### src/hw/rtl/gfsa_pkg.sv
// ----------------------------------------------------------------------------
// gfsa_pkg: shared types and constants of the gap-fill segment aggregator
// Number format, operation codes, queue entry layout and state encodings.
// ----------------------------------------------------------------------------
package gfsa_pkg;

	localparam int VALUE_WIDTH     = 32;
	localparam int FRAC_BITS       = 16;
	localparam int TALLY_WIDTH     = 24;
	localparam int TOTAL_WIDTH     = 48;
	localparam int HALF_WIDTH      = TOTAL_WIDTH / 2;
	localparam int PROD_WIDTH      = HALF_WIDTH + VALUE_WIDTH;
	localparam int FULL_WIDTH      = TOTAL_WIDTH + VALUE_WIDTH;
	localparam int SHIFT_WIDTH     = FULL_WIDTH - FRAC_BITS;
	localparam int QUEUE_DEPTH     = 2;
	localparam int APB_ADDR_WIDTH  = 3;
	localparam int APB_DATA_WIDTH  = 32;
	localparam int REG_INDEX_WIDTH = APB_ADDR_WIDTH - 2;

	localparam logic [REG_INDEX_WIDTH-1:0] REG_MODE = '0;

	typedef enum logic [1:0] {
		MODE_SUM,
		MODE_COUNT,
		MODE_PRODUCT,
		MODE_MEAN
	} mode_t;

	typedef enum logic [2:0] {
		OP_PASS,
		OP_SUM,
		OP_COUNT,
		OP_MEAN_ACC,
		OP_PROD,
		OP_FILL_TOTAL,
		OP_FILL_COUNT,
		OP_FILL_MEAN
	} op_t;

	typedef struct packed {
		op_t                    op;
		logic [VALUE_WIDTH-1:0] sample;
		logic                   col_end;
	} entry_t;

	typedef struct packed {
		mode_t mode;
		logic  restart;
	} ctrl_t;

	typedef enum logic [2:0] {
		ST_IDLE,
		ST_MUL_LO,
		ST_MUL_HI,
		ST_MUL_ADD,
		ST_MUL_DONE,
		ST_DIV,
		ST_FILL
	} back_state_t;

endpackage

### src/hw/rtl/gfsa_if.sv
// ----------------------------------------------------------------------------
// gfsa_if: stream channels of the gap-fill segment aggregator
// Sample channel and result channel, each with valid, ready and payload.
// ----------------------------------------------------------------------------
interface gfsa_in_if import gfsa_pkg::*; ();
	logic                   valid;
	logic                   ready;
	logic [VALUE_WIDTH-1:0] sample_value;
	logic                   is_gap;
	logic                   column_end;

	modport source (output valid, output sample_value, output is_gap, output column_end,
		input ready);
	modport sink (input valid, input sample_value, input is_gap, input column_end,
		output ready);
endinterface


### src/hw/rtl/gfsa_front.sv
// ----------------------------------------------------------------------------
// gfsa_front: sample intake and classification
// Accepts sample beats, turns each into an operation code for the current
// mode and hands it to the queue through one register stage.
// ----------------------------------------------------------------------------
module gfsa_front import gfsa_pkg::*; (
	input  logic      clk,
	input  logic      arst_n,
	input  mode_t     mode,
	gfsa_in_if.sink   samples,
	output logic      push_valid,
	input  logic      push_ready,
	output entry_t    push_data
);

	logic   valid_s1;
	entry_t entry_s1;
	logic   accept;
	op_t    op;

	assign samples.ready = !valid_s1 || push_ready;
	assign accept        = samples.valid && samples.ready;

	always_comb begin
		op = OP_PASS;
		if (samples.is_gap) begin
			unique case (mode)
				MODE_SUM,
				MODE_PRODUCT: op = OP_FILL_TOTAL;
				MODE_COUNT:   op = OP_FILL_COUNT;
				MODE_MEAN:    op = OP_FILL_MEAN;
				default:      op = OP_FILL_TOTAL;
			endcase
		end else begin
			unique case (mode)
				MODE_SUM:     op = OP_SUM;
				MODE_COUNT:   op = (samples.sample_value != '0) ? OP_COUNT : OP_PASS;
				MODE_PRODUCT: op = OP_PROD;
				MODE_MEAN:    op = OP_MEAN_ACC;
				default:      op = OP_PASS;
			endcase
		end
	end

	always_ff @(posedge clk or negedge arst_n) begin
		if (!arst_n) begin
			valid_s1 <= 1'b0;
		end else begin
			valid_s1 <= accept || (valid_s1 && !push_ready);
		end
	end

	always_ff @(posedge clk) begin
		if (accept) begin
			entry_s1.op      <= op;
			entry_s1.sample  <= samples.sample_value;
			entry_s1.col_end <= samples.column_end;
		end
	end

	assign push_valid = valid_s1;
	assign push_data  = entry_s1;

endmodule

### src/flat_wrapper.sv
// flat-port wrapper written by rule: the top's interface ports become plain ports
module gfsa_front_flat import gfsa_pkg::*;
  (clk, arst_n, mode, push_valid, push_ready, push_data, samples_valid, samples_sample_value, samples_is_gap, samples_column_end, samples_ready);
  gfsa_in_if samples_i ();
  input  logic clk;
  input  logic arst_n;
  input  mode_t mode;
  output logic push_valid;
  input  logic push_ready;
  output entry_t push_data;
  input wire logic [$bits(samples_i.valid)-1:0] samples_valid;
  input wire logic [$bits(samples_i.sample_value)-1:0] samples_sample_value;
  input wire logic [$bits(samples_i.is_gap)-1:0] samples_is_gap;
  input wire logic [$bits(samples_i.column_end)-1:0] samples_column_end;
  output wire logic [$bits(samples_i.ready)-1:0] samples_ready;
  assign samples_i.valid = samples_valid;
  assign samples_i.sample_value = samples_sample_value;
  assign samples_i.is_gap = samples_is_gap;
  assign samples_i.column_end = samples_column_end;
  assign samples_ready = samples_i.ready;
  gfsa_front u_core (.clk(clk), .arst_n(arst_n), .mode(mode), .samples(samples_i), .push_valid(push_valid), .push_ready(push_ready), .push_data(push_data));
endmodule
### config.mk
export PLATFORM = sky130hd
export DESIGN_NAME = gfsa_front_flat
export DESIGN_NICKNAME = d
export VERILOG_FILES = /design/src/hw/rtl/gfsa_pkg.sv /design/src/hw/rtl/gfsa_if.sv /design/src/hw/rtl/gfsa_front.sv /design/src/flat_wrapper.sv
export SDC_FILE = /design/constraint.sdc
export NUM_CORES = 1
export LEC_CHECK = 0
export BUFFER_PORTS_ARGS = -buffer_cell sky130_fd_sc_hd__buf_2
export CAP_MARGIN = 40
export CORE_MARGIN = 1
export CORE_UTILIZATION = 42
export DETAILED_ROUTE_END_ITERATION = 12
export PLACE_DENSITY = 0.78
export SETUP_SLACK_MARGIN = 0.4
export SLEW_MARGIN = 20
export SYNTH_ARGS = -nofsm -noshare
export SYNTH_HDL_FRONTEND = slang
export SYNTH_SLANG_ARGS = --single-unit
### constraint.sdc
create_clock -name clk -period 1.9 [get_ports clk]
set_input_delay 0.095 -clock clk [delete_from_list [all_inputs] [get_ports clk]]
set_output_delay 0.095 -clock clk [all_outputs]
set_load 0.02 [all_outputs]
**After elaboration in Yosys (flattened, before gate mapping)**

Index checks and enable logic that the tools add are counted.

- Logic and storage cells: 20
- Bits of input ports: 40
- Bits in registers: 37
- Output and inout port bits: 38

- Reductions and logical operators: 9
- Equality and inequality tests: 3
- Muxes and demuxes: 4

Operator list:

| kind | count |
|---|---|
| $reduce_bool A32 Y1 | 1 |
| $pmux W3 S4 | 1 |
| $pmux W3 S3 | 1 |
| $eq A2 B2 Y1 const B | 2 |
| $mux W3 | 1 |
| $eq A2 B1 Y1 const B | 1 |
| $logic_and A1 B1 Y1 | 2 |
| $logic_not A1 Y1 | 2 |
| $logic_not A2 Y1 | 1 |
| $logic_or A1 B1 Y1 | 2 |
| $mux W2 | 1 |
| $reduce_or A2 Y1 | 1 |

**Logic depth before layout (Yosys ltp)**

- Depth in word-level cells: 4
- Mapped depth: 5
- Mapped depth without buffers: 5

**Worst setup path before layout**

No wires, ideal clock.

- Path kind: reg-to-reg
- Start: reg u_core.valid_s1 (netlist: u_core.push_valid)
- End: reg u_core.entry_s1, in the netlist u_core.push_data[0], enable pin
- Data required time: 1.503 ns
- Slack: -0.120 ns
- Buffers on the path: 0
- Cell stages (with the launch flop): 3
- Arrival: 1.623 ns
- Setup time: 0.397 ns
- Period minus slack after synthesis: 2.020 ns
- Cells stage by stage: dfrtp_1 > nand2b_1 > and2_1

- Longest elaborated chain between the ends: 3

RTL lines:

| what | line | text |
|---|---|---|
| start, declared | gfsa_front.sv:16 | `logic valid_s1;` |
| start signal, assigned | gfsa_front.sv:49 | `valid_s1 <= accept \|\| (valid_s1 && !push_ready);` |
| $logic_not A1 Y1 | gfsa_front.sv:21 | `assign samples.ready = !valid_s1 \|\| push_ready;` |
| $logic_or A1 B1 Y1 | gfsa_front.sv:21 |  |
| net samples_ready | flat_wrapper.sv:15 | `output wire logic [$bits(samples_i.ready)-1:0] samples_ready;` |
| $logic_and A1 B1 Y1 | gfsa_front.sv:22 | `assign accept = samples.valid && samples.ready;` |
| net u_core.accept | gfsa_front.sv:18 | `logic accept;` |
| end, declared | gfsa_front.sv:17 | `entry_t entry_s1;` |

The timed path passes the listed nets, and every way through them passes these cells.
A chain may end at the register's enable or synchronous reset.

**Worst setup path in the final report**

- Start: in samples_sample_value[6]
- End: reg u_core.entry_s1, in the netlist u_core.push_data[34], data pin

- Longest elaborated chain between the ends: 4

RTL lines:

| what | line | text |
|---|---|---|
| start, declared | flat_wrapper.sv:12 | `input wire logic [$bits(samples_i.sample_value)-1:0] samples_sample_value;` |
| $reduce_bool A32 Y1 | gfsa_front.sv:37 | `MODE_COUNT: op = (samples.sample_value != '0) ? OP_COUNT : OP_PASS;` |
| $mux W2 | gfsa_front.sv:37 |  |
| $pmux W3 S4 | gfsa_front.sv:35 | `unique case (mode)` |
| $mux W3 | gfsa_front.sv:26 | `if (samples.is_gap) begin` |
| net u_core.op[1] | gfsa_front.sv:19 | `op_t op;` |

The timed path passes the listed nets, and every way through them passes these cells.

==> results.md <==
- PwrDens: 748 mW/mm^2
- R2R setup slack: 0.57 ns
- Worst Hold Slack: 0.0481 ns
- 1st-pass router iterations: 8
- GRT overflow: 0
- Crit path buf inv count: 2
- Max_cap viols: 0
- Clk_skew: 0.00573 ns
- Final Critical Period: 1.50 ns
- Critical path's slowest cell: dlygate4sd3_1
- Routability cong.: 0.676
- Period utilization: 0.790
- First-pass GRT wire length: 5640 um
- Slew @ Worst Pin: 0.476 ns
- Vias per cell: 5.11
- R2R Path End: u_core.push_data[34]$_DFFE_PP_
- Setup crit end kind: flip-flop
- Final Setup Violations: 0
- Fmax achieved: 0.666 GHz
- Reg2Reg Launch Point: u_core.push_valid$_DFF_PN0_
- Status: finished, violations left
- Area of the multi-input gates: 213 sq um
- Slew margin rel.: 0.683
- DRC viols: 9
- Die span in y: 57.6 um
- Die width: 57.6 um
- Synthesized instance count: 63
- Root buf cell: clkbuf_4
- Fillcell total: 163
- Layout cell share with drive strength beyond 1: 0.484
- H-tree depth: 2
- Pleak: 0.927 nW
- Crit path DAT: 1.60 ns
- Port bufs: 77
- Initial antenna violation count: 0
- Max Slew Vio Count: 0
- # clock sinks: 37
- Worst hold-check path type: in -> async
- Die area: 0.00331 sq mm
- Largest net degree at the start of global routing: 37
- IO Pins: 78
- Post-CTS setup buffers: 0
- Critical path required time: 2.00 ns
- Worst-path clk slew: 0.11 ns
- Reg area: 0.00111 sq mm
- Clock latency on the worst-skew pair: 0.34 ns
- Antenna diodes: 0
- Register area share after synthesis: 0.853
- Initial DRC Count: 76
- CTS Buf Count: 5
- Row count: 19
- Core footprint: 0.00283 sq mm
- Nets@finish: 227
- Failing checks: DRC
- Post-layout power: 0.00161 W
- Unique cell type count in the Yosys netlist: 14
- Routed Antenna Nets: 0
- Yosys warning count: 0
- Initial Util: 0.458
- Post-route setup TNS: 0 ns
- Syn avg cell area: 20.6 sq um
- Critical setup path kind: in -> reg
- Final WL: 3770 um
- Most common cell after layout, fill and taps aside: buf_2
- VDD IR max: 532 uV
- Synth Register Bits: 37
- Crit path max fanout: 2
- Worst reg2reg path depth: 2
- RSZ-0062 raised after global routing: no
- Crit-path leading delay family: buffers and inverters
- Crit-path max cell delay: 0.56 ns
- TritonCTS clock tree: done
- Mapped Nets: 108
- Most frequent cells in the layout: 77 x buf_2, 36 x edfxtp_1, 34 x dlygate4sd3_1
- GRT Resource Usage Total: 0.248
- Final Hold Fails: 0
- Mapped cell area: 0.00130 sq mm
- Clock tree buffer depth: 2
- Critical path cell sequence: dlygate4sd3_1 > buf_2 > nor4_2 > nand4_1 > nor4_4 > a21oi_1
- Vias in the first global route: 1151
- Syn-to-layout area delta: 66.0%
- Wirelength per Cell: 17.7 um
- Via count: 1088
- CP Launch Type: input port
- DP Wirelength: 1980 um
==> cell families after synthesis <==
family	Yosys count	synth area share
adders and majority gates	5	0.0483
buffers and inverters	3	0.00869
AOI/OAI and AO/OA	2	0.00869
and+or+nand+nor	15	0.0734
DFF	37	0.853
muxes	1	0.00772
==> where the power goes <==
part / leakage [nW] / internal (W) / switching (W) / total, W
sequential: 0.353 / 0.000950 / 0.0000124 / 0.000962
combinational: 0.548 / 0.000117 / 0.000143 / 0.000261
clock: 0.0258 / 0.000134 / 0.000252 / 0.000386
==> per-layer routing <==
metal,wire length (um),part of all wire,up-vias,GRT usage
met5,0,0,-,0
met4,68,0.018,0,0.0976
met3,294,0.078,8,0.0839
met2,2170,0.57,62,0.483
met1,1240,0.33,530,0.231
li1,-,-,488,-
==> synth_stat cells <==
cell type | number | area, sq um
nor4_1 | 8 | 50.1
dfrtp_1 | 1 | 25.0
edfxtp_1 | 36 | 1080
inv_1 | 3 | 11.3
nand2b_1 | 2 | 12.5
or4_1 | 1 | 7.51
o22ai_1 | 1 | 6.26
nand4_1 | 1 | 6.26
and2_1 | 1 | 6.26
a21oi_1 | 1 | 5.00
or2_2 | 1 | 6.26
mux2i_1 | 1 | 10.0
and3_1 | 1 | 6.26
ha_1 | 5 | 62.6
==> final cells by class <==
cell class,instances,share of cell area
inverters,3,0.00523
flip-flops and latches,37,0.514
multi-input cells,23,0.0988
clock buffers,6,0.0192
repair buffers,112,0.343
clock inverters,1,0.00174
well taps,31,0.0180
==> worst max path at each step <==
| stage | end | slack (ns) | cells after the start | startpoint |
|---|---|---|---|---|
| after floorplan | u_core.push_data[0]$_DFFE_PP_ | 0.45 | 2 | u_core.push_valid$_DFF_PN0_ |
| after global placement | u_core.push_data[34]$_DFFE_PP_ | 0.60 | 4 | samples_sample_value[9] |
| after detailed placement | u_core.push_data[34]$_DFFE_PP_ | 0.54 | 4 | samples_sample_value[9] |
| after CTS | u_core.push_data[34]$_DFFE_PP_ | 0.41 | 5 | samples_sample_value[13] |
| after global routing | u_core.push_data[34]$_DFFE_PP_ | 0.37 | 6 | samples_sample_value[6] |
| final | u_core.push_data[34]$_DFFE_PP_ | 0.40 | 6 | samples_sample_value[6] |
==> state kept, by name, indices dropped and copies added (netlist names) <==
register           flops
u_core.push_data      36
u_core.push_valid      1
==> what timing repair did <==
action | 4_1_cts | 5_1_grt
hold buffers | 35 | 0
resized for setup | 0 | 6
setup endpoints to repair | 0 | 1
endpoints found under the hold margin | 35 | 0
==> worst reg2reg max path, cell delays in order (launching register included) <==
cell	delay [ns]
dfrtp_1	0.40
nand2b_1	0.10
and2_4	0.47
==> per-stage QoR <==
stage / instance area, sq um / utilization / setup slack [ns] / cells
after floorplan: 1300 / - / 0.452 / 63
final: 2150 / 0.761 / 0.400 / 213
after global routing: 2150 / 0.761 / 0.367 / 213
after detailed placement: 1720 / 0.609 / 0.542 / 171
after global placement: 1720 / 0.609 / 0.596 / 171
after CTS: 2120 / 0.749 / 0.407 / 213
(Power assumes the default switching activity.)
