--- config.mk ---
export PLATFORM = sky130hd
export DESIGN_NAME = gfsa_queue
export DESIGN_NICKNAME = d
export VERILOG_FILES = /design/src/hw/rtl/gfsa_pkg.sv /design/src/hw/rtl/gfsa_queue.sv
export SDC_FILE = /design/constraint.sdc
export NUM_CORES = 1
export LEC_CHECK = 0
export BUFFER_PORTS_ARGS = -buffer_cell sky130_fd_sc_hd__buf_2
export CORE_MARGIN = 2
export CORE_UTILIZATION = 45
export CTS_BUF_LIST = sky130_fd_sc_hd__clkbuf_16
export CTS_CLUSTER_SIZE = 28
export DETAILED_ROUTE_END_ITERATION = 8
export PLACE_DENSITY = 0.79
export SKIP_LAST_GASP = 1
export SLEW_MARGIN = 20
export SYNTH_ARGS = -nofsm -noshare
export SYNTH_HDL_FRONTEND = slang
export SYNTH_SLANG_ARGS = --single-unit
--- constraint.sdc ---
create_clock -name clk -period 2.95 [get_ports clk]
set_input_delay 0.1475 -clock clk [delete_from_list [all_inputs] [get_ports clk]]
set_output_delay 0.1475 -clock clk [all_outputs]
set_load 0.1 [all_outputs]
--- src/hw/rtl/gfsa_pkg.sv ---
// ----------------------------------------------------------------------------
// gfsa_pkg: shared types and constants of the gap-fill segment aggregator
// Number format, operation codes, queue entry layout and state encodings.
// ----------------------------------------------------------------------------
package gfsa_pkg;

	localparam int VALUE_WIDTH     = 32;
	localparam int FRAC_BITS       = 16;
	localparam int TALLY_WIDTH     = 24;
	localparam int TOTAL_WIDTH     = 48;
	localparam int HALF_WIDTH      = TOTAL_WIDTH / 2;
	localparam int PROD_WIDTH      = HALF_WIDTH + VALUE_WIDTH;
	localparam int FULL_WIDTH      = TOTAL_WIDTH + VALUE_WIDTH;
	localparam int SHIFT_WIDTH     = FULL_WIDTH - FRAC_BITS;
	localparam int QUEUE_DEPTH     = 2;
	localparam int APB_ADDR_WIDTH  = 3;
	localparam int APB_DATA_WIDTH  = 32;
	localparam int REG_INDEX_WIDTH = APB_ADDR_WIDTH - 2;

	localparam logic [REG_INDEX_WIDTH-1:0] REG_MODE = '0;

	typedef enum logic [1:0] {
		MODE_SUM,
		MODE_COUNT,
		MODE_PRODUCT,
		MODE_MEAN
	} mode_t;

	typedef enum logic [2:0] {
		OP_PASS,
		OP_SUM,
		OP_COUNT,
		OP_MEAN_ACC,
		OP_PROD,
		OP_FILL_TOTAL,
		OP_FILL_COUNT,
		OP_FILL_MEAN
	} op_t;

	typedef struct packed {
		op_t                    op;
		logic [VALUE_WIDTH-1:0] sample;
		logic                   col_end;
	} entry_t;

	typedef struct packed {
		mode_t mode;
		logic  restart;
	} ctrl_t;

	typedef enum logic [2:0] {
		ST_IDLE,
		ST_MUL_LO,
		ST_MUL_HI,
		ST_MUL_ADD,
		ST_MUL_DONE,
		ST_DIV,
		ST_FILL
	} back_state_t;

endpackage

--- src/hw/rtl/gfsa_queue.sv ---
// ----------------------------------------------------------------------------
// gfsa_queue: short queue between intake and execution
// A small register FIFO that lets either side stall on its own.
// ----------------------------------------------------------------------------
module gfsa_queue import gfsa_pkg::*; (
	input  logic   clk,
	input  logic   arst_n,
	input  logic   push_valid,
	output logic   push_ready,
	input  entry_t push_data,
	output logic   pop_valid,
	input  logic   pop_ready,
	output entry_t pop_data
);

	localparam int PTR_WIDTH = (QUEUE_DEPTH > 1) ? $clog2(QUEUE_DEPTH) : 1;

	entry_t               slots_q [QUEUE_DEPTH];
	logic [PTR_WIDTH-1:0] wr_ptr_q;
	logic [PTR_WIDTH-1:0] rd_ptr_q;
	logic [PTR_WIDTH:0]   count_q;
	logic                 do_push;
	logic                 do_pop;

	assign push_ready = (count_q != (PTR_WIDTH + 1)'(QUEUE_DEPTH));
	assign pop_valid  = (count_q != '0);
	assign do_push    = push_valid && push_ready;
	assign do_pop     = pop_valid && pop_ready;
	assign pop_data   = slots_q[rd_ptr_q];

	always_ff @(posedge clk or negedge arst_n) begin
		if (!arst_n) begin
			wr_ptr_q <= '0;
			rd_ptr_q <= '0;
			count_q  <= '0;
		end else begin
			if (do_push) begin
				wr_ptr_q <= (wr_ptr_q == PTR_WIDTH'(QUEUE_DEPTH - 1)) ? '0 : wr_ptr_q + 1'b1;
			end
			if (do_pop) begin
				rd_ptr_q <= (rd_ptr_q == PTR_WIDTH'(QUEUE_DEPTH - 1)) ? '0 : rd_ptr_q + 1'b1;
			end
			if (do_push && !do_pop) begin
				count_q <= count_q + 1'b1;
			end else if (do_pop && !do_push) begin
				count_q <= count_q - 1'b1;
			end
		end
	end

	always_ff @(posedge clk) begin
		if (do_push) begin
			slots_q[wr_ptr_q] <= push_data;
		end
	end

endmodule

# After elaboration in Yosys (flattened, before gate mapping)
# Memory sizes are Yosys's and may differ from the RTL's.
# Cells that the tools add are included.
dict set report classes {
  mux 6
  n_reduce_logical 8
  n_eq_ne 1
  n_bitwise 0
  mul 0
  add_sub_neg 4
  shifts 0
  div_mod_pow 0
  n_lt_le_gt_ge 0
}
# operator count
set ops {}
lappend ops {{$logic_and A1 B1 Y1} 4}
lappend ops {{$mux W1} 4}
lappend ops {{$mux W2} 2}
lappend ops {{$reduce_bool A2 Y1} 2}
lappend ops {{$add A1 B1 Y1 const B} 2}
lappend ops {{$add A2 B1 Y2 const B} 1}
lappend ops {{$logic_not A1 Y1} 2}
lappend ops {{$ne A2 B2 Y1 const B} 1}
lappend ops {{$sub A2 B1 Y2 const B} 1}
dict set report word_totals {
  reg_bits 4
  wordCells 23
  memories 1
  in_bits 40
  ram_bits 72
  latch_bits 0
  rom_bits 0
  out_inout_bits 38
}
# name words width read_ports rd_ports_with_merged_regs wr line
set mem_list {}
lappend mem_list {slots_q 2 36 1 0 1 gfsa_queue.sv:18} ;# entry_t slots_q [QUEUE_DEPTH];

# Depth between registers and ports, before layout
# Gate-level depths: netlist (run 1).
dict set report logic_depth {
  word_depth 6
  depth_mapped 7
  mapped_depth_nobuf 7
}

# Worst setup path before layout (run 1)
# No wires, ideal clock.
dict set report synth_path {
  kind {register to register}
  startpoint {register count_q[0]}
  endpoint {memory slots_q[0][0] (netlist bit), enable pin}
  required_ns 2.521
  synth_period_minus_slack_ns 3.437
  stages_incl_launch_ff 4
  setup_time_ns 0.429
  t_arrival_ns 3.008
  slack_ns -0.487
  n_path_buf 0
  path_cell_list {dfrtp_1 -> nand2b_1 -> nand2_1 -> nor2_1}
}
dict set report synth_via {
  elab_chain_cells 4
}
# element line
set synth_lines {}
lappend synth_lines {{from (decl)} gfsa_queue.sv:21} ;# logic [PTR_WIDTH:0] count_q;
lappend synth_lines {{from (signal assigned)} gfsa_queue.sv:44} ;# count_q <= count_q + 1'b1;
lappend synth_lines {{from (signal assigned)} gfsa_queue.sv:46} ;# count_q <= count_q - 1'b1;
lappend synth_lines {{$ne A2 B2 Y1} gfsa_queue.sv:25} ;# assign push_ready = (count_q != (PTR_WIDTH + 1)'(QUEUE_DEPTH));
lappend synth_lines {{named net push_ready} gfsa_queue.sv:9} ;# output logic push_ready,
lappend synth_lines {{$logic_and A1 B1 Y1} gfsa_queue.sv:27} ;# assign do_push = push_valid && push_ready;
lappend synth_lines {{$mux W1} gfsa_queue.sv:52} ;# if (do_push) begin
lappend synth_lines {{$mux W1 (implied by the code)} gfsa_queue.sv:53} ;# slots_q[wr_ptr_q] <= push_data;
lappend synth_lines {{to (decl)} gfsa_queue.sv:18}
# The timed path passes the listed nets, and every way through them passes these cells.

==> results of run 1 <==
## worst paths after layout
path,end,from,cells after the start
min in group asynchronous,count_q[0],arst_n,2
setup reg to reg,slots_q[1][28],count_q[0],2
hold reg to reg,count_q[1],count_q[1],1
setup / recovery,pop_data[8],rd_ptr_q,3
max in group asynchronous,rd_ptr_q,arst_n,2
hold / removal,slots_q[1][11],push_data[11],1
## per-layer routing
metal / GRT usage [%] / part of all wire [%] / vias up
met5: 0 / 0 / -
met4: 8.23 / 2.1 / 0
met3: 3.21 / 4.9 / 8
met2: 23.1 / 50 / 53
met1: 16.8 / 43 / 698
li1: - / - / 681
## registers in the layout, summed over array words and instances, names as in the netlist
signal	cells
slots_q	72
count_q	2
rd_ptr_q	1
wr_ptr_q	1
## per-stage QoR
step	instances	util, %	setup WS [ns]
CTS	298	57.7	0.777
global route	298	57.7	0.718
global placement	283	53.3	1.16
detailed placement	283	53.3	1.12
floorplan	130	-	0.0972
finish	298	57.7	0.836
## area by class of cell
class	count	area (um2)
Fill cell	486	2680
Timing Repair Buffer	81	418
Inverter	1	3.75
Clock buffer	9	225
Tap cell	77	96.3
Multi-Input combinational cell	49	613
Sequential cell	76	2260
Clock inverter	5	46.3
## cell families (layout without fill, tap and decap cells)
| family | after synthesis | in the layout | share of synthesized area (%) |
|---|---|---|---|
| AND/OR/NAND/NOR | 7 | 7 | 1.15 |
| multiplexers | 36 | 36 | 17.5 |
| XOR/XNOR | 5 | 5 | 1.49 |
| flip-flops | 76 | 76 | 76.9 |
| adder cells (fa/ha/maj) | 1 | 1 | 0.425 |
| buffers and inverters | 5 | 96 | 2.55 |
## layout by cell type (no fill, tap or decap), drive strengths merged, types with 2 or more instances in the layout
cell	count
mux2	36
edfxtp	72
xnor2	3
inv	2
xor2	2
buf	80
dfrtp	4
nand2	2
clkinv	3
nor2	2
clkbuf	9
## critical path: cells and delay by family, from the launching register on
kind	cells	cell delay, ns
DFF	1	0.68
buffers and inverters	2	0.63
muxes	1	0.32
==> impl_metrics.toml, run 1 <==
[critical_path]
r2r_slack_ns = 1.22
cp_slowest_cell = "dfrtp_2"
cp_cell_sequence = "buf_4, mux2_4, buf_2"
arrival_ns = 1.97
end_kind = "output pin"
cp-start-kind = "flop"
path_class = "flop to output pin"
cp.required_ns = 2.80
cpPeakStageDelay_ns = 0.68
critPathMaxFanout = 19

[timing]
drv_slew = 0
slew_headroom_pct = 43.5
finalSetupTns_ns = 0
whs_ns = 0.0144
rsz0062_at_grt = "no"
max_freq_mhz = 473
tightest_slew_ns = 0.847
period_share_pct = 71.7
finalClockSkew_ns = 0.00262
fin_crit_ns = 2.11
finalHoldViolations = 0
setup_viol = 0

[placement]
dpl.hpwl_mm = 3.17
gp_congestion = 0.654
port_buffers = 77
placed_area_um2 = 3380

[synthesis]
synth_cell_type_count = 15
yosysMostFrequentCell = "edfxtp_1"
ys_warn_count = 0
synth_seq_cells = 76
synth_edf_count = 72
avgSynthCellArea_um2 = 22.6
async_reset_ff_share_pct = 5.26
yosys.area.top_type = "edfxtp_1"
ys_seq_area_share_pct = 76.9
synthCells = 130
synth_commonest_cells = "edfxtp_1 (72), mux2_4 (29), mux2_2 (7)"
synthesis.area_um2 = 2940
synthTopCellsByArea = "edfxtp_1 (74%), mux2_4 (15%), dfrtp_1 (3.4%)"
yosysTopAreaCellShare_pct = 73.5
synth_nets = 171
ys.flop_type = "edfxtp_1"

[route]
drtAntennaViolNets = 0
drtIter0Drc = 78
avgRoutedWirePerCell_um = 15.9
vias = 1440
finalWirelength_mm = 4.73
drcViolationCount = 0
drt_pass1_iterations = 6
vias_per_cell = 4.83

[cells_and_area]
nets = 259
n_antenna_cell = 0
drive_gt1_share_pct = 58.8
design_area_um2 = 3670
synthToLayoutAreaGrowth_pct = 24.6

[clock_tree]
cts-resized-gates = 0
cts_buffer_depth = 2
cts.sinks = 76
cts_root_buf = "clkbuf_16"
cts_max_level = 3
post_cts_buffers = 0
path_clk_slew_ns = 0.05
insertion_delay_ns = 0.32
cts_tree = "done"
numCtsBuffers = 9
cts_hold_buf = 1

[floorplanning]
ios = 78
die_x_um = 84.9
core_region_area_um2 = 6350
rows = 29
die_area_um2 = 7200
start_util_pct = 46.3
die_h_um = 84.9

[global_route]
grt_max_degree = 37
antenna_found_initial = 0
grt_pass1_wl_mm = 7.36
first_global_vias = 1491
overflow = 0
track_usage_pct = 14.0

[hold_path]
hold_class = "input port to flop"

[status]
status = "finished, final reports clean"

[flow_run]
max_cap_viol_count = 0
Power of run 1 is not shown: default switching activity piles up to over one toggle a cycle in this logic, so the estimate is an artifact.
==> run 2: changes to the inputs <==
ABC_AREA = 1   (was default)
PLACE_DENSITY = 0.82   (was 0.79)
clock period = 1.9 ns   (was 2.95 ns; I/O delays follow)
==> impl_metrics.toml, run 2 <==
[cells_and_area]
largest_reg_flops = 72
regMostFlops = "slots_q"
finalNonFillerCells = 423
synthToLayoutAreaGrowth_pct = 39.5
seq_area_um2 = 2260
final_common_cell = "nand2_1"
nFillCells = 471
largestRegisters = "slots_q: 72 flops, count_q: 2 flops"
design_area_um2 = 3990
multi_input_area_um2 = 524
drive_gt1_share_pct = 30.3
n_antenna_cell = 0
nets = 382
final_cell_mix = "nand2_1 (115), buf_2 (77), edfxtp_1 (72)"

[clock_tree]
path_clk_slew_ns = 0.05
insertion_delay_ns = 0.32
cts_root_buf = "clkbuf_16"
cts_buffer_depth = 2
cts_tree = "done"
numCtsBuffers = 9
cts_max_level = 3
post_cts_buffers = 0
cts.sinks = 76

[synthesis]
yosysMostFrequentCell = "nand2_1"
synth_edf_count = 72
synth_cell_type_count = 14
async_reset_ff_share_pct = 5.26
synthesis.area_um2 = 2860
synth_nets = 257
synthCells = 216
ys_warn_count = 0
ys_seq_area_share_pct = 79.2
avgSynthCellArea_um2 = 13.2
ys.flop_type = "edfxtp_1"
yosys.area.top_type = "edfxtp_1"
synthTopCellsByArea = "edfxtp_1 (76%), nand2_1 (15%), dfrtp_1 (3.5%)"
yosysTopAreaCellShare_pct = 75.7
synth_seq_cells = 76
synth_commonest_cells = "nand2_1 (116), edfxtp_1 (72), inv_1 (6)"

[critical_path]
path_common_cell = "nand2_1"
cp.required_ns = 1.80
r2r_slack_ns = 0.37
cpPeakStageDelay_ns = 0.42
cp_top_family = "buffers and inverters"
cp_cell_sequence = "inv_2, buf_4, nand2_1, nand2_1, buf_2"
cp_slowest_cell = "buf_2"
worst-path-buf-inv = 3
critPathMaxFanout = 14
end_kind = "output pin"
arrival_ns = 1.70
cp-start-kind = "flop"
path_class = "flop to output pin"

[global_route]
grt_max_degree = 38
antenna_found_initial = 0
overflow = 0
grt_pass1_wl_mm = 8.70
track_usage_pct = 16.3
grt.busiest_layer = "met2"
met2_usage_pct = 28.7
first_global_vias = 1875
grt_util_met3_pct = 4.15
grt.met1_usage_pct = 18.5

[floorplanning]
core_region_area_um2 = 6240
rows = 29
start_util_pct = 45.8
ios = 78
die_area_um2 = 7000
die_h_um = 83.7
die_x_um = 83.7

[timing]
finalSetupTns_ns = 0
finalHoldViolations = 0
max_freq_mhz = 558
whs_ns = 0.0615
period_share_pct = 94.3
finalClockSkew_ns = 0.00631
setup_viol = 0
rsz0062_at_grt = "no"
slew_headroom_pct = 66.4
drv_slew = 0
tightest_slew_ns = 0.507
fin_crit_ns = 1.79

[placement]
placed_area_um2 = 3350
port_buffers = 77
place_inst = 370
dpl.hpwl_mm = 3.31
gp_congestion = 0.608

[route]
vias = 1932
finalWirelength_mm = 5.55
drcViolationCount = 0
vias_per_cell = 4.57
drtIter0Drc = 115
avgRoutedWirePerCell_um = 13.1
drt_pass1_iterations = 4
drtAntennaViolNets = 0

[status]
status = "finished, final reports clean"

[hold_path]
hold_class = "input port to flop"

[flow_run]
max_cap_viol_count = 0
run 2: cell count changes after synthesis, moves of 3 or more:
cell / previous run / this run
buf_12: 3 / 0
buf_4: 0 / 3
buf_6: 1 / 4
inv_1: 1 / 6
mux2_2: 7 / 0
mux2_4: 29 / 0
nand2_1: 2 / 116
run 2: path summary, 6_finish.rpt:
kind,from,end,cells after the start
setup / recovery,rd_ptr_q,pop_data[13],5
hold / removal,pop_ready,rd_ptr_q,3
setup reg to reg,count_q[0],count_q[1],9
hold reg to reg,count_q[0],count_q[0],1
max in group asynchronous,arst_n,wr_ptr_q,2
min in group asynchronous,arst_n,count_q[0],2
run 2: worst min-delay path, delay by kind of cell:
| kind | cells | cell delay [ns] |
|---|---|---|
| buffers and inverters | 1 | 0.09 |
| AND/OR/NAND/NOR | 2 | 0.15 |
run 2: area by class of cell:
cell class	instances	area share (%)
clock buffers	9	5.65
clock inverters	7	1.10
inverters	7	0.659
multi-input cells	126	13.2
flip-flops and latches	76	56.7
well taps	77	2.42
repair buffers	121	20.3
run 2: timing repair:
action / 4_1_cts / 5_1_grt
endpoints found under the setup margin: 0 / 0
hold endpoints to repair: 76 / 0
resized for setup: 0 / 0
hold buffers: 37 / 0
run 2: through the flow:
stage | utilization (%) | worst slack, ns
finish | 63.9 | 0.109
global route | 63.9 | 0.0150
CTS | 63.9 | 0.0737
detailed placement | 53.6 | 0.374
global placement | 53.6 | 0.436
floorplan | - | 0.0269
run 2: cell families (layout without fill, tap and decap cells):
family	count (synthesis)	after routing	share of synthesized area [%]
simple gates	123	123	16.5
xor+xnor	2	2	0.613
fa+ha+maj	1	1	0.438
flops	76	76	79.2
buf+inv	14	144	3.28
run 2: layer usage:
| layer | wire length (um) | up-vias |
|---|---|---|
| met5 | 0 | - |
| met4 | 121 | 0 |
| met3 | 263 | 10 |
| met2 | 2990 | 64 |
| met1 | 2180 | 889 |
| li1 | - | 969 |
Power of run 2 is left out for the same reason.
