`config.mk`:
```
export PLATFORM = sky130hd
export DESIGN_NAME = gfsa_back_flat
export DESIGN_NICKNAME = d
export VERILOG_FILES = /design/src/hw/rtl/gfsa_pkg.sv /design/src/hw/rtl/gfsa_if.sv /design/src/hw/rtl/gfsa_div.sv /design/src/hw/rtl/gfsa_back.sv /design/src/flat_wrapper.sv
export SDC_FILE = /design/constraint.sdc
export NUM_CORES = 2
export LEC_CHECK = 0
export ABC_AREA = 1
export BUFFER_PORTS_ARGS = -buffer_cell sky130_fd_sc_hd__buf_2
export CAP_MARGIN = 10
export CORE_ASPECT_RATIO = 0.6
export CORE_MARGIN = 4
export CORE_UTILIZATION = 35
export DETAILED_ROUTE_END_ITERATION = 16
export MAX_ROUTING_LAYER = met4
export SLEW_MARGIN = 20
export SYNTH_ARGS = -nofsm -noshare
export SYNTH_HDL_FRONTEND = slang
export SYNTH_SLANG_ARGS = --single-unit
```
`constraint.sdc`:
```
create_clock -name clk -period 7.33 [get_ports clk]
set_clock_uncertainty 0.2 [all_clocks]
set_input_delay 0.3665 -clock clk [delete_from_list [all_inputs] [get_ports clk]]
set_output_delay 0.3665 -clock clk [all_outputs]
set_load 0.02 [all_outputs]
```
`src/hw/rtl/gfsa_pkg.sv`:
```
// ----------------------------------------------------------------------------
// gfsa_pkg: shared types and constants of the gap-fill segment aggregator
// Number format, operation codes, queue entry layout and state encodings.
// ----------------------------------------------------------------------------
package gfsa_pkg;

	localparam int VALUE_WIDTH     = 32;
	localparam int FRAC_BITS       = 16;
	localparam int TALLY_WIDTH     = 24;
	localparam int TOTAL_WIDTH     = 48;
	localparam int HALF_WIDTH      = TOTAL_WIDTH / 2;
	localparam int PROD_WIDTH      = HALF_WIDTH + VALUE_WIDTH;
	localparam int FULL_WIDTH      = TOTAL_WIDTH + VALUE_WIDTH;
	localparam int SHIFT_WIDTH     = FULL_WIDTH - FRAC_BITS;
	localparam int QUEUE_DEPTH     = 2;
	localparam int APB_ADDR_WIDTH  = 3;
	localparam int APB_DATA_WIDTH  = 32;
	localparam int REG_INDEX_WIDTH = APB_ADDR_WIDTH - 2;

	localparam logic [REG_INDEX_WIDTH-1:0] REG_MODE = '0;

	typedef enum logic [1:0] {
		MODE_SUM,
		MODE_COUNT,
		MODE_PRODUCT,
		MODE_MEAN
	} mode_t;

	typedef enum logic [2:0] {
		OP_PASS,
		OP_SUM,
		OP_COUNT,
		OP_MEAN_ACC,
		OP_PROD,
		OP_FILL_TOTAL,
		OP_FILL_COUNT,
		OP_FILL_MEAN
	} op_t;

	typedef struct packed {
		op_t                    op;
		logic [VALUE_WIDTH-1:0] sample;
		logic                   col_end;
	} entry_t;

	typedef struct packed {
		mode_t mode;
		logic  restart;
	} ctrl_t;

	typedef enum logic [2:0] {
		ST_IDLE,
		ST_MUL_LO,
		ST_MUL_HI,
		ST_MUL_ADD,
		ST_MUL_DONE,
		ST_DIV,
		ST_FILL
	} back_state_t;

endpackage

```
`src/hw/rtl/gfsa_if.sv`:
```


interface gfsa_out_if import gfsa_pkg::*; ();
	logic                   valid;
	logic                   ready;
	logic [VALUE_WIDTH-1:0] result_value;
	logic                   was_filled;
	logic                   saturated;

	modport source (output valid, output result_value, output was_filled, output saturated,
		input ready);
	modport sink (input valid, input result_value, input was_filled, input saturated,
		output ready);
endinterface

```
`src/hw/rtl/gfsa_div.sv`:
```
// ----------------------------------------------------------------------------
// gfsa_div: iterative unsigned divider for the mean fill
// Restoring division, one quotient bit per cycle, quotient ready with done.
// ----------------------------------------------------------------------------
module gfsa_div import gfsa_pkg::*; (
	input  logic                   clk,
	input  logic                   arst_n,
	input  logic                   start,
	input  logic [TOTAL_WIDTH-1:0] dividend,
	input  logic [TALLY_WIDTH-1:0] divisor,
	output logic                   done,
	output logic [TOTAL_WIDTH-1:0] quotient
);

	localparam int CNT_WIDTH = $clog2(TOTAL_WIDTH);
	localparam logic [CNT_WIDTH-1:0] LAST_STEP = CNT_WIDTH'(TOTAL_WIDTH - 1);

	logic                   busy_q;
	logic                   done_q;
	logic [CNT_WIDTH-1:0]   cnt_q;
	logic [TALLY_WIDTH-1:0] rem_q;
	logic [TALLY_WIDTH-1:0] dsr_q;
	logic [TOTAL_WIDTH-1:0] quo_q;
	logic [TALLY_WIDTH:0]   trial;
	logic [TALLY_WIDTH:0]   diff;
	logic                   take;

	assign trial = {rem_q, quo_q[TOTAL_WIDTH-1]};
	assign diff  = trial - {1'b0, dsr_q};
	assign take  = (trial >= {1'b0, dsr_q});

	always_ff @(posedge clk or negedge arst_n) begin
		if (!arst_n) begin
			busy_q <= 1'b0;
			done_q <= 1'b0;
			cnt_q  <= '0;
		end else begin
			done_q <= 1'b0;
			if (start) begin
				busy_q <= 1'b1;
				cnt_q  <= '0;
			end else if (busy_q) begin
				cnt_q <= cnt_q + 1'b1;
				if (cnt_q == LAST_STEP) begin
					busy_q <= 1'b0;
					done_q <= 1'b1;
				end
			end
		end
	end

	always_ff @(posedge clk) begin
		if (start) begin
			rem_q <= '0;
			quo_q <= dividend;
			dsr_q <= divisor;
		end else if (busy_q) begin
			rem_q <= take ? diff[TALLY_WIDTH-1:0] : trial[TALLY_WIDTH-1:0];
			quo_q <= {quo_q[TOTAL_WIDTH-2:0], take};
		end
	end

	assign done     = done_q;
	assign quotient = quo_q;

endmodule

```
`src/hw/rtl/gfsa_back.sv`:
```
// ----------------------------------------------------------------------------
// gfsa_back: aggregate execution and result register
// Carries out queued operations on the running aggregate, runs the product
// over partial products and the mean through the divider, and drives the
// result channel from an output register.
// ----------------------------------------------------------------------------
module gfsa_back import gfsa_pkg::*; (
	input  logic      clk,
	input  logic      arst_n,
	input  ctrl_t     ctrl,
	input  logic      pop_valid,
	output logic      pop_ready,
	input  entry_t    pop_data,
	gfsa_out_if.source results
);

	localparam logic [TOTAL_WIDTH-1:0] TOT_MAX = {1'b0, {(TOTAL_WIDTH - 1){1'b1}}};
	localparam logic [TOTAL_WIDTH-1:0] TOT_MIN = {1'b1, {(TOTAL_WIDTH - 1){1'b0}}};
	localparam logic [VALUE_WIDTH-1:0] VAL_MAX = {1'b0, {(VALUE_WIDTH - 1){1'b1}}};
	localparam logic [VALUE_WIDTH-1:0] VAL_MIN = {1'b1, {(VALUE_WIDTH - 1){1'b0}}};
	localparam logic [TOTAL_WIDTH-1:0] TOT_ONE =
		{{(TOTAL_WIDTH - FRAC_BITS - 1){1'b0}}, 1'b1, {FRAC_BITS{1'b0}}};
	localparam logic [SHIFT_WIDTH-1:0] LIMIT_POS =
		{{(SHIFT_WIDTH - TOTAL_WIDTH){1'b0}}, TOT_MAX};
	localparam logic [SHIFT_WIDTH-1:0] LIMIT_NEG = LIMIT_POS + 1'b1;

	function automatic logic [TOTAL_WIDTH:0] sum_sat(input logic [TOTAL_WIDTH-1:0] a,
		input logic [VALUE_WIDTH-1:0] b);
		logic [TOTAL_WIDTH:0] s;
		s = {a[TOTAL_WIDTH-1], a} + {{(TOTAL_WIDTH + 1 - VALUE_WIDTH){b[VALUE_WIDTH-1]}}, b};
		if (s[TOTAL_WIDTH] != s[TOTAL_WIDTH-1]) begin
			return {1'b1, s[TOTAL_WIDTH] ? TOT_MIN : TOT_MAX};
		end
		return {1'b0, s[TOTAL_WIDTH-1:0]};
	endfunction

	function automatic logic [VALUE_WIDTH:0] clip_value(input logic [TOTAL_WIDTH-1:0] v);
		logic [TOTAL_WIDTH-VALUE_WIDTH:0] hi;
		hi = v[TOTAL_WIDTH-1:VALUE_WIDTH-1];
		if (hi == '0 || hi == '1) begin
			return {1'b0, v[VALUE_WIDTH-1:0]};
		end
		return {1'b1, v[TOTAL_WIDTH-1] ? VAL_MIN : VAL_MAX};
	endfunction

	back_state_t            state_q, state_d;
	logic [TOTAL_WIDTH-1:0] total_q, total_d;
	logic [TALLY_WIDTH-1:0] tally_q, tally_d;
	logic                   ovf_q, ovf_d;
	logic                   col_end_q;
	logic                   neg_q;
	logic [TOTAL_WIDTH-1:0] mag_a_q;
	logic [VALUE_WIDTH-1:0] mag_b_q;
	logic [PROD_WIDTH-1:0]  p_lo_q;
	logic [PROD_WIDTH-1:0]  p_hi_q;
	logic [SHIFT_WIDTH-1:0] prod_q;
	logic                   out_valid_q;
	logic [VALUE_WIDTH-1:0] out_value_q;
	logic                   out_filled_q;
	logic                   out_sat_q;

	logic                   out_free;
	logic                   out_load;
	logic [VALUE_WIDTH-1:0] out_value;
	logic                   out_filled;
	logic                   out_sat;
	logic                   restart;
	logic                   div_start;
	logic                   div_done;
	logic [TOTAL_WIDTH-1:0] quotient;
	logic [TOTAL_WIDTH-1:0] abs_total;
	logic [VALUE_WIDTH-1:0] abs_sample;
	logic [TOTAL_WIDTH:0]   sum_res;
	logic [TALLY_WIDTH-1:0] tally_inc;
	logic                   tally_full;
	logic [TOTAL_WIDTH-1:0] count_agg;
	logic [TOTAL_WIDTH-1:0] mean_agg;
	logic [VALUE_WIDTH:0]   clip_res;
	logic [FULL_WIDTH-1:0]  full_sum;
	logic                   prod_over;
	logic [TOTAL_WIDTH-1:0] prod_res;

	assign abs_total  = total_q[TOTAL_WIDTH-1] ? -total_q : total_q;
	assign abs_sample = pop_data.sample[VALUE_WIDTH-1] ? -pop_data.sample : pop_data.sample;
	assign sum_res    = sum_sat(total_q, pop_data.sample);
	assign tally_inc  = tally_q + 1'b1;
	assign tally_full = (tally_q == '1);
	assign count_agg  =
		{{(TOTAL_WIDTH - TALLY_WIDTH - FRAC_BITS){1'b0}}, tally_q, {FRAC_BITS{1'b0}}};
	assign mean_agg   = neg_q ? -quotient : quotient;
	assign full_sum   = {p_hi_q, {HALF_WIDTH{1'b0}}} + {{HALF_WIDTH{1'b0}}, p_lo_q};
	assign prod_over  = (prod_q > (neg_q ? LIMIT_NEG : LIMIT_POS));
	assign prod_res   = prod_over ? (neg_q ? TOT_MIN : TOT_MAX) :
		(neg_q ? -prod_q[TOTAL_WIDTH-1:0] : prod_q[TOTAL_WIDTH-1:0]);
	assign out_free   = !out_valid_q || results.ready;

	gfsa_div u_div (
		.clk      (clk),
		.arst_n   (arst_n),
		.start    (div_start),
		.dividend (abs_total),
		.divisor  (tally_q),
		.done     (div_done),
		.quotient (quotient)
	);

	always_ff @(posedge clk or negedge arst_n) begin
		if (!arst_n) begin
			state_q <= ST_IDLE;
			total_q <= '0;
			tally_q <= '0;
			ovf_q   <= 1'b0;
		end else begin
			state_q <= state_d;
			total_q <= total_d;
			tally_q <= tally_d;
			ovf_q   <= ovf_d;
		end
	end

	always_comb begin
		state_d    = state_q;
		pop_ready  = 1'b0;
		div_start  = 1'b0;
		out_load   = 1'b0;
		out_value  = pop_data.sample;
		out_filled = 1'b0;
		out_sat    = 1'b0;
		total_d    = total_q;
		tally_d    = tally_q;
		ovf_d      = ovf_q;
		restart    = 1'b0;
		clip_res   = clip_value(total_q);
		unique case (state_q)
			ST_IDLE: begin
				if (pop_valid) begin
					if (pop_data.op == OP_FILL_MEAN && tally_q != '0) begin
						pop_ready = 1'b1;
						div_start = 1'b1;
						state_d   = ST_DIV;
					end else if (out_free) begin
						pop_ready = 1'b1;
						out_load  = 1'b1;
						restart   = pop_data.col_end;
						case (pop_data.op)
							OP_PASS: begin
							end
							OP_SUM: begin
								total_d = sum_res[TOTAL_WIDTH-1:0];
								ovf_d   = ovf_q || sum_res[TOTAL_WIDTH];
							end
							OP_COUNT: begin
								if (tally_full) begin
									ovf_d = 1'b1;
								end else begin
									tally_d = tally_inc;
								end
							end
							OP_MEAN_ACC: begin
								total_d = sum_res[TOTAL_WIDTH-1:0];
								ovf_d   = ovf_q || sum_res[TOTAL_WIDTH];
								if (!tally_full) begin
									tally_d = tally_inc;
								end
							end
							OP_PROD: begin
								restart = 1'b0;
								state_d = ST_MUL_LO;
							end
							OP_FILL_TOTAL: begin
								out_value  = clip_res[VALUE_WIDTH-1:0];
								out_sat    = ovf_q || clip_res[VALUE_WIDTH];
								out_filled = 1'b1;
								restart    = 1'b1;
							end
							OP_FILL_COUNT: begin
								clip_res   = clip_value(count_agg);
								out_value  = clip_res[VALUE_WIDTH-1:0];
								out_sat    = ovf_q || clip_res[VALUE_WIDTH];
								out_filled = 1'b1;
								restart    = 1'b1;
							end
							OP_FILL_MEAN: begin
								out_value  = '0;
								out_sat    = ovf_q;
								out_filled = 1'b1;
								restart    = 1'b1;
							end
						endcase
					end
				end
			end
			ST_MUL_LO: state_d = ST_MUL_HI;
			ST_MUL_HI: state_d = ST_MUL_ADD;
			ST_MUL_ADD: state_d = ST_MUL_DONE;
			ST_MUL_DONE: begin
				total_d = prod_res;
				ovf_d   = ovf_q || prod_over;
				restart = col_end_q;
				state_d = ST_IDLE;
			end
			ST_DIV: begin
				if (div_done) begin
					state_d = ST_FILL;
				end
			end
			ST_FILL: begin
				if (out_free) begin
					clip_res   = clip_value(mean_agg);
					out_load   = 1'b1;
					out_value  = clip_res[VALUE_WIDTH-1:0];
					out_sat    = ovf_q || clip_res[VALUE_WIDTH];
					out_filled = 1'b1;
					restart    = 1'b1;
					state_d    = ST_IDLE;
				end
			end
			default: state_d = ST_IDLE;
		endcase
		if (restart || ctrl.restart) begin
			total_d = (ctrl.mode == MODE_PRODUCT) ? TOT_ONE : '0;
			tally_d = '0;
			ovf_d   = 1'b0;
		end
	end

	always_ff @(posedge clk) begin
		if (state_q == ST_IDLE && pop_ready) begin
			col_end_q <= pop_data.col_end;
			mag_a_q   <= abs_total;
			mag_b_q   <= abs_sample;
			neg_q     <= (pop_data.op == OP_PROD) ?
				(total_q[TOTAL_WIDTH-1] ^ pop_data.sample[VALUE_WIDTH-1]) :
				total_q[TOTAL_WIDTH-1];
		end
		if (state_q == ST_MUL_LO) begin
			p_lo_q <= PROD_WIDTH'(mag_a_q[HALF_WIDTH-1:0]) * PROD_WIDTH'(mag_b_q);
		end
		if (state_q == ST_MUL_HI) begin
			p_hi_q <= PROD_WIDTH'(mag_a_q[TOTAL_WIDTH-1:HALF_WIDTH]) * PROD_WIDTH'(mag_b_q);
		end
		if (state_q == ST_MUL_ADD) begin
			prod_q <= full_sum[FULL_WIDTH-1:FRAC_BITS];
		end
	end

	always_ff @(posedge clk or negedge arst_n) begin
		if (!arst_n) begin
			out_valid_q <= 1'b0;
		end else if (out_load) begin
			out_valid_q <= 1'b1;
		end else if (results.ready) begin
			out_valid_q <= 1'b0;
		end
	end

	always_ff @(posedge clk) begin
		if (out_load) begin
			out_value_q  <= out_value;
			out_filled_q <= out_filled;
			out_sat_q    <= out_sat;
		end
	end

	assign results.valid        = out_valid_q;
	assign results.result_value = out_value_q;
	assign results.was_filled   = out_filled_q;
	assign results.saturated    = out_sat_q;

endmodule

```
`src/flat_wrapper.sv`:
```
// flat-port wrapper written by rule: the top's interface ports become plain ports
module gfsa_back_flat import gfsa_pkg::*;
  (clk, arst_n, ctrl, pop_valid, pop_ready, pop_data, results_valid, results_result_value, results_was_filled, results_saturated, results_ready);
  gfsa_out_if results_i ();
  input  logic clk;
  input  logic arst_n;
  input  ctrl_t ctrl;
  input  logic pop_valid;
  output logic pop_ready;
  input  entry_t pop_data;
  output wire logic [$bits(results_i.valid)-1:0] results_valid;
  output wire logic [$bits(results_i.result_value)-1:0] results_result_value;
  output wire logic [$bits(results_i.was_filled)-1:0] results_was_filled;
  output wire logic [$bits(results_i.saturated)-1:0] results_saturated;
  input wire logic [$bits(results_i.ready)-1:0] results_ready;
  assign results_valid = results_i.valid;
  assign results_result_value = results_i.result_value;
  assign results_was_filled = results_i.was_filled;
  assign results_saturated = results_i.saturated;
  assign results_i.ready = results_ready;
  gfsa_back u_core (.clk(clk), .arst_n(arst_n), .ctrl(ctrl), .pop_valid(pop_valid), .pop_ready(pop_ready), .pop_data(pop_data), .results(results_i));
endmodule
```
==> results of run 1 <==
==> through the flow <==
stage	TNS [ns]	worst slack, ns	hold slack (ns)	util [%]	std cells
2_1_floorplan	0	0.556	-0.129	-	10700
3_3_place_gp	0	0.0215	0.157	37.8	13800
3_5_place_dp	0	0.113	0.162	37.8	13800
4_1_cts	0	0.0840	0.00270	38.6	13900
5_1_grt	-0.0644	-0.0274	0.0164	38.8	13900
==> repair_timing <==
| action | in CTS | in global routing |
|---|---|---|
| pin swaps | 0 | 8 |
| buffers inserted | 0 | 30 |
| hold buffers | 28 | 0 |
| gates resized for setup | 1 | 52 |
| endpoints found under the setup margin | 1 | 36 |
| endpoints found under the hold margin | 63 | 0 |
| gates cloned | 0 | 5 |
==> kinds of logic after synthesis <==
group,after synthesis
simple gates,3826
buf+inv,3189
fa+ha+maj,1837
compound gates,1038
flops,457
xor+xnor,361
==> per-layer routing <==
metal,track usage [%]
met3,9.69
met1,38.6
met5,-
met2,27.9
met4,2.24
==> results.tsv, run 1 <==
stage	metric	value	unit
run_status	status	stopped before the end	
run_status	Stop stage	detailed routing (5_2_route)	
run_status	Error Message	[ERROR DRT-0255] Maze Route cannot find path of net clk in worker of routeBox ( 579600 0 ) ( 633575 48300 ).	
synthesis	Synth Net Count	12600	
synthesis	synth top area cells	fa_1 (32%), edfxtp_1 (13%), inv_1 (13%)	
synthesis	Netlist cell types	61	
clock_network	CTS HTree Levels	2	
synthesis	Mapped Area	0.0822	mm2
synthesis	top-count cell post-synth	inv_1	
place	Placed Area	0.0880	mm2
synthesis	portion of netlist area occupied by mux cells	0	%
global_routing	global-route usage over all layers	24.1	%
clock_network	clock sinks	457	
clock_network	CTS buffer count	47	
global_routing	vias in the first global route	66000	
place	GP Congestion	1.01	
floorplanning	Cell Rows	137	
global_routing	initial antenna violation count	13	
place	DP Wirelength	234000	um
timing	GRT repair_timing worst endpoint	u_core.p_hi_q[52]$_DFFE_PP_/D	
synthesis	Yosys reg bits	457	
synthesis	largest family of logic cells by synthesized area	adder cells	
synthesis	fraction of the yosys area taken by sequential cells	15.9	%
clock_network	clock root buffer master	clkbuf_16	
synthesis	EDFF count, synth	348	
place	# port buffers	78	
timing	kind of the worst endpoint	register data pin	
synthesis	synthesized instance count	10700	
global_routing	global-route wire length before repair	431000	um
synthesis	Post-Synth Simple-Gate Area	18.6	%
clock_network	Longest Clk Path Bufs	3	
synthesis	share of flip-flops with an asynchronous set or reset	18.6	%
synthesis	prevailing post-synth register cell	edfxtp_1	
synthesis	top cell type's share of synthesized area	32.1	%
synthesis	top post-synthesis cells by count	inv_1 (2766), nand2_1 (2665), fa_1 (1318), nor2_1 (608), ha_1 (519)	
floorplanning	# IOs	79	
synthesis	Post-Synth Adder-Cell Area	40.0	%
synthesis	xor and xnor area share after synthesis	3.86	%
floorplanning	die height	383	um
synthesis	area leader, netlist	fa_1	
global_routing	global route overflow	0	
floorplanning	Initial Utilization	35.3	%
synthesis	syn avg cell area	7.67	um2
synthesis	Synth Area in Compound Gates	6.94	%
floorplanning	Chip Width	634	um
global_routing	largest net degree at the start of global routing	81	
synthesis	Ys Warns	0	
==> run 2: changes to the inputs <==
CORE_ASPECT_RATIO = default   (was 0.6)
CORE_UTILIZATION = 20   (was 35)
MAX_ROUTING_LAYER = default   (was met4)
PLACE_DENSITY_LB_ADDON = 0.15   (was default)
==> run 2 against run 1 <==
  * Area after synthesis unchanged
  * Global-route usage shrank 8.9 points
  * Synthesized cell count did not move
  * The flow now finishes without violations
==> results.tsv, run 2 <==
stage	metric	value	unit	change
clock_network	CTS tree	done		
setup_path	critical path launch point type	register		
synthesis	top post-synthesis cells by count	inv_1 (2766), nand2_1 (2665), fa_1 (1318), nor2_1 (608), ha_1 (519)		
synthesis	synthesized instance count	10700		unchanged
floorplanning	# IOs	79		unchanged
global_routing	largest net degree at the start of global routing	78		-3.7%
synthesis	Post-Synth Simple-Gate Area	18.6	%	unchanged
setup_path	Critical Path Sink Type	register		
timing	RSZ-0062 raised after global routing	true		
synthesis	Synth Net Count	12600		unchanged
clock_network	clock sinks	457		unchanged
detailed_routing	Detailed Route WL	328000	um	
clock_network	CTS HTree Levels	3		+1
cells_and_area	area of the multi-input gates	0.0576	mm2	
cells_and_area	commonest non-fill, non-tap cells in the layout	inv_1 (2765), nand2_1 (2657), fa_1 (1310)		
synthesis	portion of netlist area occupied by mux cells	0	%	unchanged
setup_path	Slowest-stage cell, CP	fa_1		
synthesis	Mapped Area	0.0822	mm2	unchanged
setup_path	most used cell, CP	fa_1		
synthesis	prevailing post-synth register cell	edfxtp_1		
place	GP Congestion	0.891		-12%
clock_network	clk slew on worst S/H paths	0.06	ns	
cells_and_area	largest reg by FF count	u_core.prod_q		
floorplanning	Chip Width	649	um	+2.4%
detailed_routing	total number of vias	67800		
synthesis	Synth Area in Compound Gates	6.94	%	unchanged
detailed_routing	DR DRC count	0		
place	Place WS	0.0445	ns	-0.0689 ns
cells_and_area	FILL cells	45700		
place	# port buffers	78		unchanged
place	Placed Cells	16200		+18%
clock_network	Clock Latency Late Sink	0.67	ns	
cells_and_area	fraction of layout cells with a size suffix above 1	6.72	%	
timing	Slew @ Worst Pin	1.29	ns	
cells_and_area	max reg flops	64		
detailed_routing	violation count after the first detailed-route iteration	4856		
clock_network	clock root buffer master	clkbuf_16		
floorplanning	Die ar.	0.421	mm2	
global_routing	vias in the first global route	72100		+9.3%
cells_and_area	FF+latch area	0.0131	mm2	
floorplanning	die height	649	um	+69%
setup_path	crit-path max FO	13		
global_routing	global-route usage over all layers	15.2	%	-8.9 points
setup_path	CP Buf/Inv Count	7		
timing	Tmin final	7.09	ns	
setup_path	CP Data Required Time	7.52	ns	
setup_path	Largest delay share family, worst path	adder cells		
cells_and_area	Largest regs	u_core.prod_q (64), u_core.p_hi_q (56)		
synthesis	Ys Warns	0		unchanged
timing	Tcrit/Tclk final	96.8	%	
synthesis	syn avg cell area	7.67	um2	unchanged
run_status	status	completed		
run	max-cap violations	0		
clock_network	CTS buffer count	66		+40%
detailed_routing	antenna viol nets, final	0		
synthesis	share of flip-flops with an asynchronous set or reset	18.6	%	unchanged
synthesis	synth top area cells	fa_1 (32%), edfxtp_1 (13%), inv_1 (13%)		
synthesis	Netlist cell types	61		unchanged
setup_path	crit path DAT	7.29	ns	
clock_network	Longest Clk Path Bufs	3		unchanged
global_routing	initial antenna violation count	25		+12
timing	Rel. slew slack	13.5	%	
synthesis	largest family of logic cells by synthesized area	adder cells		
synthesis	EDFF count, synth	348		unchanged
global_routing	global-route wire length before repair	483000	um	+12%
floorplanning	Cell Rows	235		+72%
detailed_routing	First-pass DRT Iterations	6		
timing	Slew Viols, Final	0		
setup_path	Setup CP Type	register to register		
place	DP Wirelength	261000	um	+11%
cells_and_area	Layout area overhead	16.3	%	
synthesis	fraction of the yosys area taken by sequential cells	15.9	%	unchanged
detailed_routing	Vias/cell	4.13		
synthesis	Yosys reg bits	457		unchanged
cells_and_area	Nets	12800		
detailed_routing	Routed wire per std cell	20.0	um	
timing	Final WS setup	0.236	ns	
synthesis	xor and xnor area share after synthesis	3.86	%	unchanged
cells_and_area	commonest non-fill, non-tap cell in the layout	inv_1		
global_routing	global route overflow	0		unchanged
timing	post-route setup TNS	0	ns	
timing	Fin. Hold Viols	0		
cells_and_area	fin cells	16400		
setup_path	crit-path max cell delay	0.59	ns	
synthesis	top-count cell post-synth	inv_1		
synthesis	Post-Synth Adder-Cell Area	40.0	%	unchanged
hold_path	Hold/Removal Path Class	primary input to asynchronous set/reset pin		
floorplanning	core area	0.410	mm2	
timing	final setup vio count	0		
synthesis	top cell type's share of synthesized area	32.1	%	unchanged
synthesis	area leader, netlist	fa_1		
timing	fmax	141	MHz	
floorplanning	Initial Utilization	20.1	%	-15 points
[run 2: cells by family (layout without fill, tap and decap cells)]
kind of cell	after synthesis	in the layout
and+or+nand+nor	3826	3826
buffers and inverters	3189	3426
adders and majority gates	1837	1837
AOI/OAI and AO/OA	1038	1038
DFF	457	457
xor gates and xnor gates	361	361
other	0	5
[run 2: worst paths after layout]
check,cells after the start,from,slack [ns],endpoint
worst max-delay path,25,u_core.mag_b_q[21],0.24,u_core.p_lo_q[55]
worst min-delay path,2,arst_n,0.05,u_core.state_q[0]
worst max register to register,25,u_core.mag_b_q[21],0.24,u_core.p_lo_q[55]
worst min register to register,0,u_core.p_lo_q[22],0.24,u_core.prod_q[6]
max in group asynchronous,3,arst_n,5.65,u_core.total_q[2]
min in group clk,5,pop_data[34],0.05,u_core.tally_q[21]
[run 2: timing repair]
item                                    CTS  global route
resized for setup                         1           115
hold buffers                             34             0
endpoints found under the setup margin    1            43
pin swaps                                 0            29
endpoints found under the hold margin    68             0
gates cloned                              0             9
buffers inserted                          0            19
[run 2: layout make-up]
class	count	area share, %
clock buffer	88	1.94
tap	5451	7.14
antenna	5	0.0131
clock inverter	33	0.418
timing repair buffer	528	5.65
sequential	457	13.7
inverter	2777	10.9
multi-input combinational	7062	60.3
[run 2: through the flow]
| step | area [um2] | util (%) | hold slack [ns] |
|---|---|---|---|
| after CTS | 94700 | 23.1 | 0.00273 |
| after global placement | 92100 | 22.5 | 0.207 |
| after floorplan | 82200 | - | -0.129 |
| after detailed placement | 92100 | 22.5 | 0.208 |
| final | 95500 | 23.3 | 0.0493 |
| after global routing | 95500 | 23.3 | 0.0658 |
[run 2: worst register-to-register path: stages, from the launching register on]
cell       delay, ns
edfxtp_1        0.37
buf_12          0.12
buf_12          0.17
buf_4           0.22
nand2_1         0.09
fa_1            0.53
fa_1            0.55
inv_1           0.05
fa_1            0.49
fa_1            0.59
fa_1            0.45
fa_1            0.53
inv_1           0.06
fa_1            0.55
inv_1           0.08
ha_1            0.31
buf_4           0.17
nand2_1         0.05
nand2_1         0.08
a31oi_1         0.22
o21ai_0         0.17
a31oi_1         0.22
nand3_2         0.16
nand3_1         0.11
o2111ai_1       0.11
xor2_1          0.16
[run 2: layer usage]
metal	wire length, um	vias to the layer above	GRT usage, %
li1	-	32200	-
met1	162000	34000	22.4
met2	147000	1341	24.6
met3	12300	225	0.980
met4	6460	0	2.79
met5	0	-	0
Power of run 2 is not shown: default switching activity piles up to over one toggle a cycle in this logic, so the estimate is an artifact.
